$ cat config.mk
export PLATFORM = sky130hd
export DESIGN_NAME = screen_sleep_power_state_machine_top_flat
export DESIGN_NICKNAME = d
export VERILOG_FILES = /design/src/sv/sspm_pkg.sv /design/src/sv/sspm_if.sv /design/src/sv/screen_sleep_power_state_machine_top.sv /design/src/sv/sspm_fsm.sv /design/src/flat_wrapper.sv
export VERILOG_INCLUDE_DIRS = /design/src /design/src/sv
export SDC_FILE = /design/constraint.sdc
export NUM_CORES = 1
export LEC_CHECK = 0
export ABC_AREA = 1
export BUFFER_PORTS_ARGS = -buffer_cell sky130_fd_sc_hd__buf_2
export CORE_ASPECT_RATIO = 0.8
export CORE_UTILIZATION = 45
export CTS_CLUSTER_DIAMETER = 120
export CTS_CLUSTER_SIZE = 25
export DETAILED_ROUTE_END_ITERATION = 7
export SYNTH_ARGS = -nofsm -noshare
export SYNTH_HDL_FRONTEND = slang
export SYNTH_SLANG_ARGS = --single-unit
export TNS_END_PERCENT = 10
$ cat constraint.sdc
create_clock -name clk -period 2.9 [get_ports clk]
set_input_delay 0.725 -clock clk [delete_from_list [all_inputs] [get_ports clk]]
set_output_delay 0.725 -clock clk [all_outputs]
set_load 0.02 [all_outputs]
$ cat src/sv/screen_sleep_power_state_machine_top_assert.svh
// Assertion macros for the screen sleep power state machine.
`ifndef SCREEN_SLEEP_POWER_STATE_MACHINE_TOP_ASSERT_SVH
`define SCREEN_SLEEP_POWER_STATE_MACHINE_TOP_ASSERT_SVH

`ifndef SYNTHESIS

// Same-cycle implication, checked out of reset.
`define SSPM_ASSERT_NOW(label, clk, rst_n, ante, cons) \
    label: assert property (@(posedge clk) disable iff (!rst_n) (ante) |-> (cons)) \
        else $error("sspm assertion failed");

// Next-cycle implication, checked out of reset.
`define SSPM_ASSERT_NEXT(label, clk, rst_n, ante, cons) \
    label: assert property (@(posedge clk) disable iff (!rst_n) (ante) |=> (cons)) \
        else $error("sspm assertion failed");

`else

`define SSPM_ASSERT_NOW(label, clk, rst_n, ante, cons)
`define SSPM_ASSERT_NEXT(label, clk, rst_n, ante, cons)

`endif

`endif

$ cat src/sv/sspm_pkg.sv
// Shared types and codes for the screen sleep power state machine.
`default_nettype none

package sspm_pkg;

    localparam int COUNT_BITS_DEF = 11;

    // Power state codes as seen on the result channel
    localparam logic [1:0] PWR_ACTIVE = 2'd0;
    localparam logic [1:0] PWR_OFF    = 2'd1;
    localparam logic [1:0] PWR_SLEEP  = 2'd2;

    // Item commands
    localparam logic [1:0] CMD_TICK   = 2'd0;
    localparam logic [1:0] CMD_WAKE   = 2'd1;
    localparam logic [1:0] CMD_MANUAL = 2'd2;

    // Wake causes
    localparam logic [1:0] CAUSE_TIMER = 2'd1;

    // Fade actions
    localparam logic [1:0] FADE_NONE = 2'd0;
    localparam logic [1:0] FADE_OFF  = 2'd1;
    localparam logic [1:0] FADE_ON   = 2'd2;

    // Configuration register indexes
    localparam logic [1:0] REG_FACE_DOWN_TIMEOUT = 2'd0;
    localparam logic [1:0] REG_SLEEP_TIMEOUT     = 2'd1;
    localparam logic [1:0] REG_IDLE_TIMEOUT      = 2'd2;
    localparam logic [1:0] REG_DFLT_LEVEL        = 2'd3;

    localparam int CFG_DATA_BITS = 11;

    typedef struct packed {
        logic [1:0] cmd;
        logic       face_down;
        logic       touch;
        logic       moving;
        logic       sleep_inhibit;
        logic [7:0] current_backlight;
        logic [1:0] wake_src;
    } item_t;

    typedef struct packed {
        logic [1:0] power_state;
        logic       state_changed;
        logic [1:0] previous_state;
        logic [1:0] fade_action;
        logic [7:0] restore_level;
        logic       arm_wake_sources;
        logic       sleep_blocked;
    } result_t;

    typedef struct packed {
        logic [9:0]  face_down_timeout_s;
        logic [10:0] sleep_timeout_s;
        logic [10:0] idle_timeout_s;
        logic [7:0]  dflt_level;
    } cfg_t;

endpackage

`default_nettype wire

$ cat src/sv/sspm_if.sv
// Valid/ready channel interfaces for items and results.
`default_nettype none

interface sspm_item_if;
    import sspm_pkg::*;

    logic  valid;
    logic  ready;
    item_t payload;

    modport source (output valid, output payload, input ready);
    modport sink (input valid, input payload, output ready);
endinterface

interface sspm_result_if;
    import sspm_pkg::*;

    logic    valid;
    logic    ready;
    result_t payload;

    modport source (output valid, output payload, input ready);
    modport sink (input valid, input payload, output ready);
endinterface

`default_nettype wire

$ cat src/sv/screen_sleep_power_state_machine_top.sv
// Top level of the screen sleep power state machine.
`default_nettype none
`include "screen_sleep_power_state_machine_top_assert.svh"

// Usage
//   item_ch   : valid/ready sink, one transaction per poll tick, sleep wake
//               event or manual wake request (cmd field selects which).
//   result_ch : valid/ready source, exactly one transaction per item, in order:
//               new and previous power state, fade action, restore level,
//               wake arming and the sleep-blocked flag.
//   cfg_*     : write-only register port (face-down timeout, sleep timeout,
//               idle timeout, default backlight); write only while idle.
// Timing
//   An item waits in the input register until the result register is free or
//   being taken; the state machine then updates and loads the result register.
//   Throughput is one item per cycle while result_ch does not stall, set by the
//   combinational next-state logic between input and result registers.
// Reset
//   rst_n clears both stages, puts the machine in active with all counters at
//   zero and saved level 255, and loads the register defaults.
// Stall
//   A stalled result holds; the input register still takes one more item, so
//   item_ch.ready drops only while both stages are full and result_ch stalls.

module screen_sleep_power_state_machine_top #(
    parameter int COUNT_BITS = sspm_pkg::COUNT_BITS_DEF
) (
    input  wire logic                               clk,
    input  wire logic                               rst_n,
    sspm_item_if.sink                               item_ch,
    sspm_result_if.source                           result_ch,
    input  wire logic                               cfg_we,
    input  wire logic [1:0]                         cfg_index,
    input  wire logic [sspm_pkg::CFG_DATA_BITS-1:0] cfg_data
);
    import sspm_pkg::*;

    cfg_t    cfg_reg;
    logic    in_valid_reg;
    item_t   in_item_reg;
    logic    out_valid_reg;
    logic    advance;
    result_t result;

    // configuration registers
    always_ff @(posedge clk or negedge rst_n)
    begin
        if (!rst_n)
        begin
            cfg_reg.face_down_timeout_s <= 10'd30;
            cfg_reg.sleep_timeout_s     <= 11'd300;
            cfg_reg.idle_timeout_s      <= 11'd0;
            cfg_reg.dflt_level          <= 8'd255;
        end
        else if (cfg_we)
        begin
            case (cfg_index)
                REG_FACE_DOWN_TIMEOUT: cfg_reg.face_down_timeout_s <= cfg_data[9:0];
                REG_SLEEP_TIMEOUT:     cfg_reg.sleep_timeout_s     <= cfg_data[10:0];
                REG_IDLE_TIMEOUT:      cfg_reg.idle_timeout_s      <= cfg_data[10:0];
                REG_DFLT_LEVEL:        cfg_reg.dflt_level          <= cfg_data[7:0];
                default:               cfg_reg <= cfg_reg;
            endcase
        end
    end

    // an item moves into the state machine when the result slot frees up
    assign advance       = in_valid_reg && (!out_valid_reg || result_ch.ready);
    assign item_ch.ready = !in_valid_reg || advance;

    always_ff @(posedge clk or negedge rst_n)
    begin
        if (!rst_n)
        begin
            in_valid_reg <= 1'b0;
        end
        else if (item_ch.valid && item_ch.ready)
        begin
            in_valid_reg <= 1'b1;
        end
        else if (advance)
        begin
            in_valid_reg <= 1'b0;
        end
    end

    always_ff @(posedge clk)
    begin
        if (item_ch.valid && item_ch.ready)
            in_item_reg <= item_ch.payload;
    end

    always_ff @(posedge clk or negedge rst_n)
    begin
        if (!rst_n)
            out_valid_reg <= 1'b0;
        else if (advance)
            out_valid_reg <= 1'b1;
        else if (result_ch.ready)
            out_valid_reg <= 1'b0;
    end

    sspm_fsm #(
        .COUNT_BITS (COUNT_BITS)
    ) u_fsm (
        .clk    (clk),
        .rst_n  (rst_n),
        .load   (advance),
        .item   (in_item_reg),
        .cfg    (cfg_reg),
        .result (result)
    );

    assign result_ch.valid   = out_valid_reg;
    assign result_ch.payload = result;

    // a moved item always shows up as a result on the next cycle
    `SSPM_ASSERT_NEXT(a_advance_gives_result, clk, rst_n, advance, out_valid_reg)
    // input stalls only when both stages hold a transaction
    `SSPM_ASSERT_NOW(a_stall_only_full, clk, rst_n, !item_ch.ready,
                     in_valid_reg && out_valid_reg)
    // arming wake sources happens only on the screen-off to sleep transition
    `SSPM_ASSERT_NOW(a_arm_on_sleep_entry, clk, rst_n,
                     out_valid_reg && result.arm_wake_sources,
                     result.power_state == PWR_SLEEP && result.previous_state == PWR_OFF)
    // a blocked sleep leaves the screen off
    `SSPM_ASSERT_NOW(a_blocked_stays_off, clk, rst_n,
                     out_valid_reg && result.sleep_blocked,
                     result.power_state == PWR_OFF && !result.state_changed)
    // fade on accompanies every wake into active
    `SSPM_ASSERT_NOW(a_fade_on_wakes, clk, rst_n,
                     out_valid_reg && result.fade_action == FADE_ON,
                     result.power_state == PWR_ACTIVE && result.state_changed)

endmodule

`default_nettype wire

$ cat src/sv/sspm_fsm.sv
// Power state machine: counters, saved backlight level and result register.
`default_nettype none

module sspm_fsm #(
    parameter int COUNT_BITS = sspm_pkg::COUNT_BITS_DEF
) (
    input  wire logic            clk,
    input  wire logic            rst_n,
    input  wire logic            load,
    input  wire sspm_pkg::item_t item,
    input  wire sspm_pkg::cfg_t  cfg,
    output sspm_pkg::result_t    result
);
    import sspm_pkg::*;

    typedef enum logic [1:0] {
        ST_ACTIVE = PWR_ACTIVE,
        ST_OFF    = PWR_OFF,
        ST_SLEEP  = PWR_SLEEP
    } state_t;

    localparam logic [COUNT_BITS-1:0] CNT_MAX = '1;
    localparam logic [COUNT_BITS-1:0] CNT_ONE = COUNT_BITS'(1);

    state_t                mode_reg, mode_next;
    logic                  seen_reg, seen_next;
    logic [COUNT_BITS-1:0] fd_secs_reg, fd_secs_next;
    logic [COUNT_BITS-1:0] idle_secs_reg, idle_secs_next;
    logic [COUNT_BITS-1:0] off_secs_reg, off_secs_next;
    logic [7:0]            saved_reg, saved_next;
    result_t               result_reg, result_next;

    logic                  activity;
    logic                  go_off;
    logic                  wake;
    logic [COUNT_BITS-1:0] fd_inc, idle_inc, off_inc;
    logic [11:0]           delay;
    logic                  delay_pos;
    logic [1:0]            fade;
    logic                  arm;
    logic                  blocked;

    assign activity  = item.touch | item.moving;
    assign fd_inc    = (fd_secs_reg == CNT_MAX) ? CNT_MAX : fd_secs_reg + CNT_ONE;
    assign idle_inc  = (idle_secs_reg == CNT_MAX) ? CNT_MAX : idle_secs_reg + CNT_ONE;
    assign off_inc   = (off_secs_reg == CNT_MAX) ? CNT_MAX : off_secs_reg + CNT_ONE;
    // signed sleep delay: sleep timeout minus face-down timeout
    assign delay     = {1'b0, cfg.sleep_timeout_s} - {2'b00, cfg.face_down_timeout_s};
    assign delay_pos = !delay[11] && (delay != 12'd0);

    always_comb
    begin
        mode_next      = mode_reg;
        seen_next      = seen_reg;
        fd_secs_next   = fd_secs_reg;
        idle_secs_next = idle_secs_reg;
        off_secs_next  = off_secs_reg;
        saved_next     = saved_reg;
        fade           = FADE_NONE;
        arm            = 1'b0;
        blocked        = 1'b0;
        go_off         = 1'b0;
        wake           = 1'b0;

        case (item.cmd)
            CMD_TICK:
            begin
                if (mode_reg != ST_SLEEP)
                begin
                    idle_secs_next = activity ? '0 : idle_inc;
                    if (mode_reg == ST_ACTIVE)
                    begin
                        if (item.face_down)
                        begin
                            if (!seen_reg)
                            begin
                                seen_next    = 1'b1;
                                fd_secs_next = '0;
                            end
                            else
                            begin
                                fd_secs_next = fd_inc;
                                if (fd_inc >= COUNT_BITS'(cfg.face_down_timeout_s))
                                    go_off = 1'b1;
                            end
                        end
                        else
                        begin
                            seen_next    = 1'b0;
                            fd_secs_next = '0;
                        end
                        if (cfg.idle_timeout_s != '0 &&
                            idle_secs_next >= COUNT_BITS'(cfg.idle_timeout_s))
                            go_off = 1'b1;
                        if (go_off)
                        begin
                            saved_next    = (item.current_backlight == 8'd0) ?
                                            cfg.dflt_level : item.current_backlight;
                            mode_next     = ST_OFF;
                            off_secs_next = '0;
                            fade          = FADE_OFF;
                        end
                    end
                    else if (activity || (!item.face_down && seen_reg))
                    begin
                        wake = 1'b1;
                    end
                    else
                    begin
                        off_secs_next = off_inc;
                        if (delay_pos && off_inc >= COUNT_BITS'(delay[10:0]))
                        begin
                            if (item.sleep_inhibit)
                                blocked = 1'b1;
                            else
                            begin
                                mode_next = ST_SLEEP;
                                arm       = 1'b1;
                            end
                        end
                    end
                end
            end
            CMD_WAKE:
            begin
                // a timer wake while still face down keeps sleeping
                if (mode_reg == ST_SLEEP &&
                    (item.wake_src != CAUSE_TIMER || !item.face_down))
                    wake = 1'b1;
            end
            CMD_MANUAL:
            begin
                if (mode_reg != ST_ACTIVE)
                    wake = 1'b1;
            end
            default:
            begin
                wake = 1'b0;
            end
        endcase

        if (wake)
        begin
            mode_next      = ST_ACTIVE;
            seen_next      = 1'b0;
            fd_secs_next   = '0;
            off_secs_next  = '0;
            idle_secs_next = '0;
            fade           = FADE_ON;
        end

        result_next.power_state      = mode_next;
        result_next.state_changed    = (mode_next != mode_reg);
        result_next.previous_state   = mode_reg;
        result_next.fade_action      = fade;
        result_next.restore_level    = saved_next;
        result_next.arm_wake_sources = arm;
        result_next.sleep_blocked    = blocked;
    end

    always_ff @(posedge clk or negedge rst_n)
    begin
        if (!rst_n)
        begin
            mode_reg      <= ST_ACTIVE;
            seen_reg      <= 1'b0;
            fd_secs_reg   <= '0;
            idle_secs_reg <= '0;
            off_secs_reg  <= '0;
            saved_reg     <= 8'd255;
            result_reg    <= '0;
        end
        else if (load)
        begin
            mode_reg      <= mode_next;
            seen_reg      <= seen_next;
            fd_secs_reg   <= fd_secs_next;
            idle_secs_reg <= idle_secs_next;
            off_secs_reg  <= off_secs_next;
            saved_reg     <= saved_next;
            result_reg    <= result_next;
        end
    end

    assign result = result_reg;

endmodule

`default_nettype wire

$ cat src/flat_wrapper.sv
// flat-port wrapper written by rule: the top's interface ports become plain ports
module screen_sleep_power_state_machine_top_flat import sspm_pkg::*;
#(
    parameter int COUNT_BITS = sspm_pkg::COUNT_BITS_DEF
)
  (clk, rst_n, cfg_we, cfg_index, cfg_data, item_ch_valid, item_ch_payload, item_ch_ready, result_ch_valid, result_ch_payload, result_ch_ready);
  sspm_item_if item_ch_i ();
  sspm_result_if result_ch_i ();
  input  wire logic clk;
  input  wire logic rst_n;
  input  wire logic cfg_we;
  input  wire logic [1:0] cfg_index;
  input  wire logic [sspm_pkg::CFG_DATA_BITS-1:0] cfg_data;
  input wire logic [$bits(item_ch_i.valid)-1:0] item_ch_valid;
  input wire logic [$bits(item_ch_i.payload)-1:0] item_ch_payload;
  output wire logic [$bits(item_ch_i.ready)-1:0] item_ch_ready;
  output wire logic [$bits(result_ch_i.valid)-1:0] result_ch_valid;
  output wire logic [$bits(result_ch_i.payload)-1:0] result_ch_payload;
  input wire logic [$bits(result_ch_i.ready)-1:0] result_ch_ready;
  assign item_ch_i.valid = item_ch_valid;
  assign item_ch_i.payload = item_ch_payload;
  assign item_ch_ready = item_ch_i.ready;
  assign result_ch_valid = result_ch_i.valid;
  assign result_ch_payload = result_ch_i.payload;
  assign result_ch_i.ready = result_ch_ready;
  screen_sleep_power_state_machine_top #(.COUNT_BITS(COUNT_BITS)) u_core (.clk(clk), .rst_n(rst_n), .item_ch(item_ch_i), .result_ch(result_ch_i), .cfg_we(cfg_we), .cfg_index(cfg_index), .cfg_data(cfg_data));
endmodule
After elaboration in Yosys (flattened, before gate mapping)
Cells that the tools add are included.
Widths: inputs -> output; s select.
{"block": "totals", "input_bits": 34, "reg_bits": 117, "out_inout_bits": 19, "word_cells": 152}
{"block": "classes", "n_lt_le_gt_ge": 3, "mux": 71, "addsub": 4, "n_bitwise": 1, "reduce_logical": 34, "n_eq_ne": 14}
{"cell": "$mux 11", "n": 19}
{"cell": "$mux 8", "n": 5}
{"cell": "$mux 1", "n": 37}
{"cell": "$add 11x1->11 const B", "n": 3}
{"cell": "$eq 11x11->1 const B", "n": 3}
{"cell": "$ge 11x11->1", "n": 2}
{"cell": "$mux 2", "n": 9}
{"cell": "$reduce_bool 12->1", "n": 1}
{"cell": "$reduce_bool 2->1", "n": 6}
{"cell": "$sub 11x10->12", "n": 1}
{"cell": "$ge 11x10->1", "n": 1}
{"cell": "$reduce_bool 11->1", "n": 1}
{"cell": "$eq 2x2->1 const B", "n": 4}
{"cell": "$logic_not 8->1", "n": 1}
{"cell": "$reduce_and 2->1", "n": 4}
{"cell": "$logic_and 1x1->1", "n": 7}
{"cell": "$logic_not 2->1", "n": 3}
{"cell": "$reduce_and 5->1", "n": 1}
{"cell": "$eq 2x1->1 const B", "n": 2}
{"cell": "$logic_not 1->1", "n": 4}
{"cell": "$logic_or 1x1->1", "n": 4}
{"cell": "$reduce_and 4->1", "n": 1}
{"cell": "$ne 3x2->1 const B", "n": 1}
{"cell": "$ne 3x3->1 const B", "n": 1}
{"cell": "other kinds (6)", "n": 6}

Depth between registers and ports, before layout
{"block": "logic_depth", "word_depth": 16, "mapped_depth": 29, "ltp_nobuf": 29}

Hierarchy
Synthesis repeated with hierarchy kept, for this count alone.
{"block": "unflattened", "cells_unflattened": 893, "area_unflattened_um2": 7200.7}
{"mod": "sspm_fsm", "instances": 1, "seq_area_each_um2": 1486.4, "area_each_um2": 4934.7, "cells_per_inst": 685}
{"mod": "screen_sleep_power_state_machine_top", "instances": 1, "seq_area_each_um2": 1551.5, "area_each_um2": 2265.9, "cells_per_inst": 208}

Least setup slack after synthesis
Ideal clock, no wire load.
{"block": "synth_path", "path_type": "register -> register", "start": "register u_core.u_fsm.idle_secs_reg[0]", "end": "register u_core.u_fsm.result_reg (netlist bit u_core.u_fsm.result[2])", "required_ns": 2.773, "slack_ns": -0.198, "period_less_slack_ns": 3.098, "arrival_time_ns": 2.971, "n_path_buf": 1, "stages_incl_launch_ff": 25, "setup_time_ns": 0.127, "path_cell_list": "dfrtp_1 ha_1 nand2_1 nor2_1 inv_1 nor3_2 inv_1 nor3_2 nand2_1 nor2_1 inv_1 nor2_2 o21ai_0 inv_1 ha_1 a21oi_1 o21a_1 nand3_1 o21ai_0 nand2_2 nand2_4 nor2_8 buf_6 o211ai_1 nand2_1"}
{"block": "synth_via", "elab_chain_len": 13, "elab_cells_between_ends": 14, "cone_classes": "add/sub (1); order compare (1); eq/ne (1); mux (10); reduce/logical (1)"}
{"item": "start, declared", "line": "sspm_fsm.sv:28", "source": "logic [COUNT_BITS-1:0] idle_secs_reg, idle_secs_next;"}
{"item": "start signal, assigned", "line": "sspm_fsm.sv:178", "source": "idle_secs_reg <= idle_secs_next;"}
{"item": "$add 11x1->11 or $eq 11x11->1 (tied branches)", "line": "sspm_fsm.sv:45", "source": "assign idle_inc = (idle_secs_reg == CNT_MAX) ? CNT_MAX : idle_secs_reg + CNT_ONE;"}
{"item": "$mux 11 (*)", "line": "sspm_fsm.sv:45"}
{"item": "$mux 11 (*)", "line": "sspm_fsm.sv:70", "source": "idle_secs_next = activity ? '0 : idle_inc;"}
{"item": "$ge 11x11->1 (*)", "line": "sspm_fsm.sv:93", "source": "idle_secs_next >= COUNT_BITS'(cfg.idle_timeout_s))"}
{"item": "$logic_and 1x1->1 (*)", "line": "sspm_fsm.sv:92", "source": "if (cfg.idle_timeout_s != '0 &&"}
{"item": "$mux 1 (*)", "line": "sspm_fsm.sv:92"}
{"item": "$mux 1 (*)", "line": "sspm_fsm.sv:71", "source": "if (mode_reg == ST_ACTIVE)"}
{"item": "$mux 1 (*)", "line": "sspm_fsm.sv:68", "source": "if (mode_reg != ST_SLEEP)"}
{"item": "$mux 1 (*)", "line": "sspm_fsm.sv:65", "source": "case (item.cmd)"}
{"item": "$mux 8 (*)", "line": "sspm_fsm.sv:95", "source": "if (go_off)"}
{"item": "$mux 8 (*)", "line": "sspm_fsm.sv:71"}
{"item": "$mux 8 (*)", "line": "sspm_fsm.sv:68"}
{"item": "$mux 8 (*)", "line": "sspm_fsm.sv:65"}
{"item": "end signal, assigned", "line": "sspm_fsm.sv:181", "source": "result_reg <= result_next;"}
{"item": "end, declared", "line": "sspm_fsm.sv:31", "source": "result_t result_reg, result_next;"}
Every way passes the cells marked *; elsewhere a longest branch is shown, timed or not. The select of a mux whose other input is x is not followed.
A chain may end at the register's enable or synchronous reset.

Worst setup path in the final report
{"block": "layout_path", "start": "register u_core.u_fsm.idle_secs_reg[0]", "end": "register u_core.u_fsm.off_secs_reg[1]"}
{"block": "layout_via", "elab_chain_len": 11, "elab_cells_between_ends": 12, "cone_classes": "add/sub (1); order compare (1); eq/ne (2); mux (6); reduce/logical (2)"}
{"item": "$add 11x1->11 or $eq 11x11->1 (tied branches)", "line": "sspm_fsm.sv:45"}
{"item": "$mux 11 (*)", "line": "sspm_fsm.sv:45"}
{"item": "$mux 11 (*)", "line": "sspm_fsm.sv:70"}
{"item": "$ge 11x11->1 (*)", "line": "sspm_fsm.sv:93"}
{"item": "$logic_and 1x1->1 (*)", "line": "sspm_fsm.sv:92"}
{"item": "$mux 1 (*)", "line": "sspm_fsm.sv:92"}
{"item": "$mux 1 (*)", "line": "sspm_fsm.sv:71"}
{"item": "$mux 1 (*)", "line": "sspm_fsm.sv:68"}
{"item": "$mux 1 (*)", "line": "sspm_fsm.sv:65"}
{"item": "$ne 3x2->1 (no line) (*)"}
{"item": "$reduce_and 5->1 (no line) (*)"}
{"item": "end signal, assigned", "line": "sspm_fsm.sv:179", "source": "off_secs_reg <= off_secs_next;"}
{"item": "end, declared", "line": "sspm_fsm.sv:29", "source": "logic [COUNT_BITS-1:0] off_secs_reg, off_secs_next;"}
Marked as above.

==> run_results.csv <==
group,metric,value,unit
clock_network,htree_levels,4,
setup_path,crit_type,"reg2reg",
floorplan,start_util,46.0,%
routing,ant_nets,0,
setup_path,cp.required,3.21,ns
yosys,ys_top_cells_by_area,"dfrtp_1 28%, nand2_1 13%, dfstp_2 9.1%",
timing,worst_slack,-0.338,ns
yosys,yosysSeqAreaShare,44.0,%
yosys,synth-edff-count,16,
clock_network,numCtsBuffers,17,
yosys,synth_common_cells,"235 x nand2_1, 130 x inv_1, 78 x o21ai_0, 77 x dfrtp_1, 57 x nand3_1",
final_layout,largest_reg_flops,40,
yosys,netlist_area,6910,um2
global_route,grt_pass1_wl,29100,um
final_layout,syn_to_final_growth,29.1,%
timing,report.final.hold_viol_count,0,
routing,first_iter_violations,468,
yosys,synth_top_cell_by_area,"dfrtp_1",
global_route,track_usage,23.9,%
floorplan,die_h,113,um
routing,num_vias,6161,
timing,fmax,0.309,GHz
yosys,yosysWarningCount,0,
setup_path,r2r_cells,21,
power,total_leakage_power,4.50,nW
global_route,grt_antenna_before_repair,0,
clock_network,root_buffer,"clkbuf_16",
placement,hpwl,12700,um
final_layout,nets,1104,
yosys,yosysUniqueCellTypes,40,
floorplan,num_io_pins,53,
yosys,synthMostInstantiatedCell,"nand2_1",
timing,worst_hold_slack,0.288,ns
timing,fin_tns_setup,-8.20,ns
placement,place.gp.congestion,0.887,
placement,numPortBuffers,52,
clock_network,cts_hold_buf,0,
setup_path,rrSetupSlack,-0.34,ns
power,vdd_drop_max,0.451,mV
setup_path,critical_path.max_fanout,7,
final_layout,drive_above_1_share,26.7,%
floorplan,core,15000,um2
clock_network,clk_path_buf_depth,2,
placement,dpl_worst_slack,-0.467,ns
power,power_density,775,nW/um2
yosys,ys_ff_latch,117,
setup_path,reg2reg_to,"u_core.u_fsm.off_secs_reg[1]",
clock_network,clkTransAtPathRegs,0.06,ns
yosys,synth.avg_cell_area,7.94,um2
global_route,grt_pass1_vias,5822,
timing,worstMarginPinSlew,0.732,ns
yosys,synthCells,871,
global_route,overflow,0,
timing,finalCriticalPeriod,3.24,ns
routing,drc,0,
routing,via_per_inst,5.03,
routing,finalWirelength,17700,um
clock_network,cts_sinks,117,
yosys,syn-num-nets,951,
setup_path,critPathCaptureType,"register",
timing,finalCritPeriodShare,112,%
global_route,grt_max_degree,45,
clock_network,insertion_delay,0.43,ns
final_layout,diodes,0,
yosys,async_flop_share,86.3,%
run_status,violations,"setup timing",
timing,rsz0062_at_grt,"yes",
routing,post_drt_wl_per_cell,14.4,um
final_layout,finalNonFillerCells,1226,
run_status,status,"finished, violations left",
yosys,yosys_most_used_dff,"dfrtp_1",
min_path,hold_path_class,"in2async",
timing,drv_slew,0,
floorplan,fp.dieArea,15900,um2
floorplan,rows,40,
placement,dp.cells,1179,
yosys,synth_top_area_share,27.9,%
job,maxCapViolations,0,
routing,drtPass1Iterations,7,
floorplan,fp.dieW,141,um
setup_path,cp-start-kind,"register",
setup_path,r2r-start,"u_core.u_fsm.idle_secs_reg[0]",
clock_network,cts_tree,"yes",
timing,fin_skew,0.0115,ns
timing,setup_viol_count_final,31,
timing,max-slew-margin-rel,51.1,%
setup_path,worst_ep_arrival_time,3.55,ns
[where the power goes]
group	internal, mW	switching, mW
registers	2.02	0.237
clock network	1.18	0.883
logic	1.10	1.50
total	4.30	2.62
[worst max-delay path: stages, from the launching register on]
cell,delay [ns]
dfrtp_1,0.35
ha_2,0.19
nand2_2,0.06
nor2_2,0.09
inv_1,0.05
nor3_2,0.13
inv_1,0.09
nor3_4,0.13
nand2_1,0.08
nor2_1,0.10
inv_1,0.09
nor2_4,0.13
o21ai_2,0.08
ha_1,0.27
nand2_1,0.06
nor4_2,0.31
o21ai_2,0.12
nand2_2,0.15
nand2_8,0.11
a31oi_4,0.30
buf_4,0.17
o21ai_1,0.05
[timing repair]
item,CTS,global route
setup buffers,7,6
resized for setup,39,13
cloned,2,0
setup endpoints to repair,32,33
endpoints found under the hold margin,0,0
pin swaps,10,4
[kinds of logic after synthesis]
logic type	synth area share [%]
AO/OA/AOI/OAI	11.9
XOR/XNOR	1.77
adder cells (fa/ha/maj)	8.44
buffers and inverters	8.91
flip-flops	44.0
AND/OR/NAND/NOR	25.1
[per-layer routing]
layer	global-route usage (%)	vias to the layer above	part of all wire [%]
met2	35.6	136	42
met5	0	-	0
met4	6.45	0	0.58
li1	-	3168	-
met1	34.7	2848	52
met3	5.71	9	5.0
[final cells by class]
cell class	count	area (um2)
clock buffer	18	450
clock inverter	14	126
fill	1382	6090
inverter	133	499
multi-input combinational	601	3510
sequential	117	3040
tap	189	236
timing repair buffer	154	1060
[through the flow]
step | utilization, % | power (mW) | area (um2)
global route | 59.4 | 7.42 | 8920
global placement | 53.2 | 4.65 | 7990
floorplan | - | 3.79 | 6920
detailed placement | 53.2 | 4.66 | 7990
CTS | 58.8 | 6.91 | 8820
finish | 59.4 | 6.92 | 8920
[worst max path at each step]
stage / endpoint / slack, ns / from
after floorplan: u_core.u_fsm.result[3] / -0.1 / u_core.u_fsm.idle_secs_reg[0]
after global placement: u_core.u_fsm.off_secs_reg[5] / -0.37 / u_core.u_fsm.idle_secs_reg[0]
after detailed placement: u_core.u_fsm.off_secs_reg[1] / -0.47 / u_core.u_fsm.idle_secs_reg[1]
after CTS: u_core.u_fsm.result[14] / -0.33 / u_core.u_fsm.idle_secs_reg[1]
after global routing: u_core.u_fsm.result[14] / -0.60 / u_core.u_fsm.idle_secs_reg[0]
final: u_core.u_fsm.off_secs_reg[1] / -0.34 / u_core.u_fsm.idle_secs_reg[0]
[placed cells by master (no fill, tap or decap), types with 3 or more instances in the layout]
cell type	synthesis	final
clkbuf_16	0	18
inv_2	3	4
nand2_2	3	6
nor2_2	4	5
a21oi_1	35	29
nand4_1	12	12
dfrtp_1	77	77
o21ai_0	78	63
nand2_1	235	232
ha_4	0	6
o22ai_1	13	13
dfstp_2	24	24
nor2_1	43	41
o21ai_2	0	3
xnor2_1	3	3
a21oi_2	0	6
o211ai_1	6	6
nand3_2	2	9
buf_4	4	99
buf_2	2	51
inv_1	130	129
or2_2	6	6
edfxtp_1	16	16
o21a_1	4	4
nor2_4	2	4
nand3b_1	4	4
ha_1	45	38
nor3_2	5	4
inv_6	0	5
nor3_1	10	9
nand3_1	57	50
xor2_1	11	10
o21ai_1	7	19
nor4_1	5	3
inv_8	0	5
No activity file was read; power rests on OpenSTA's default activity.
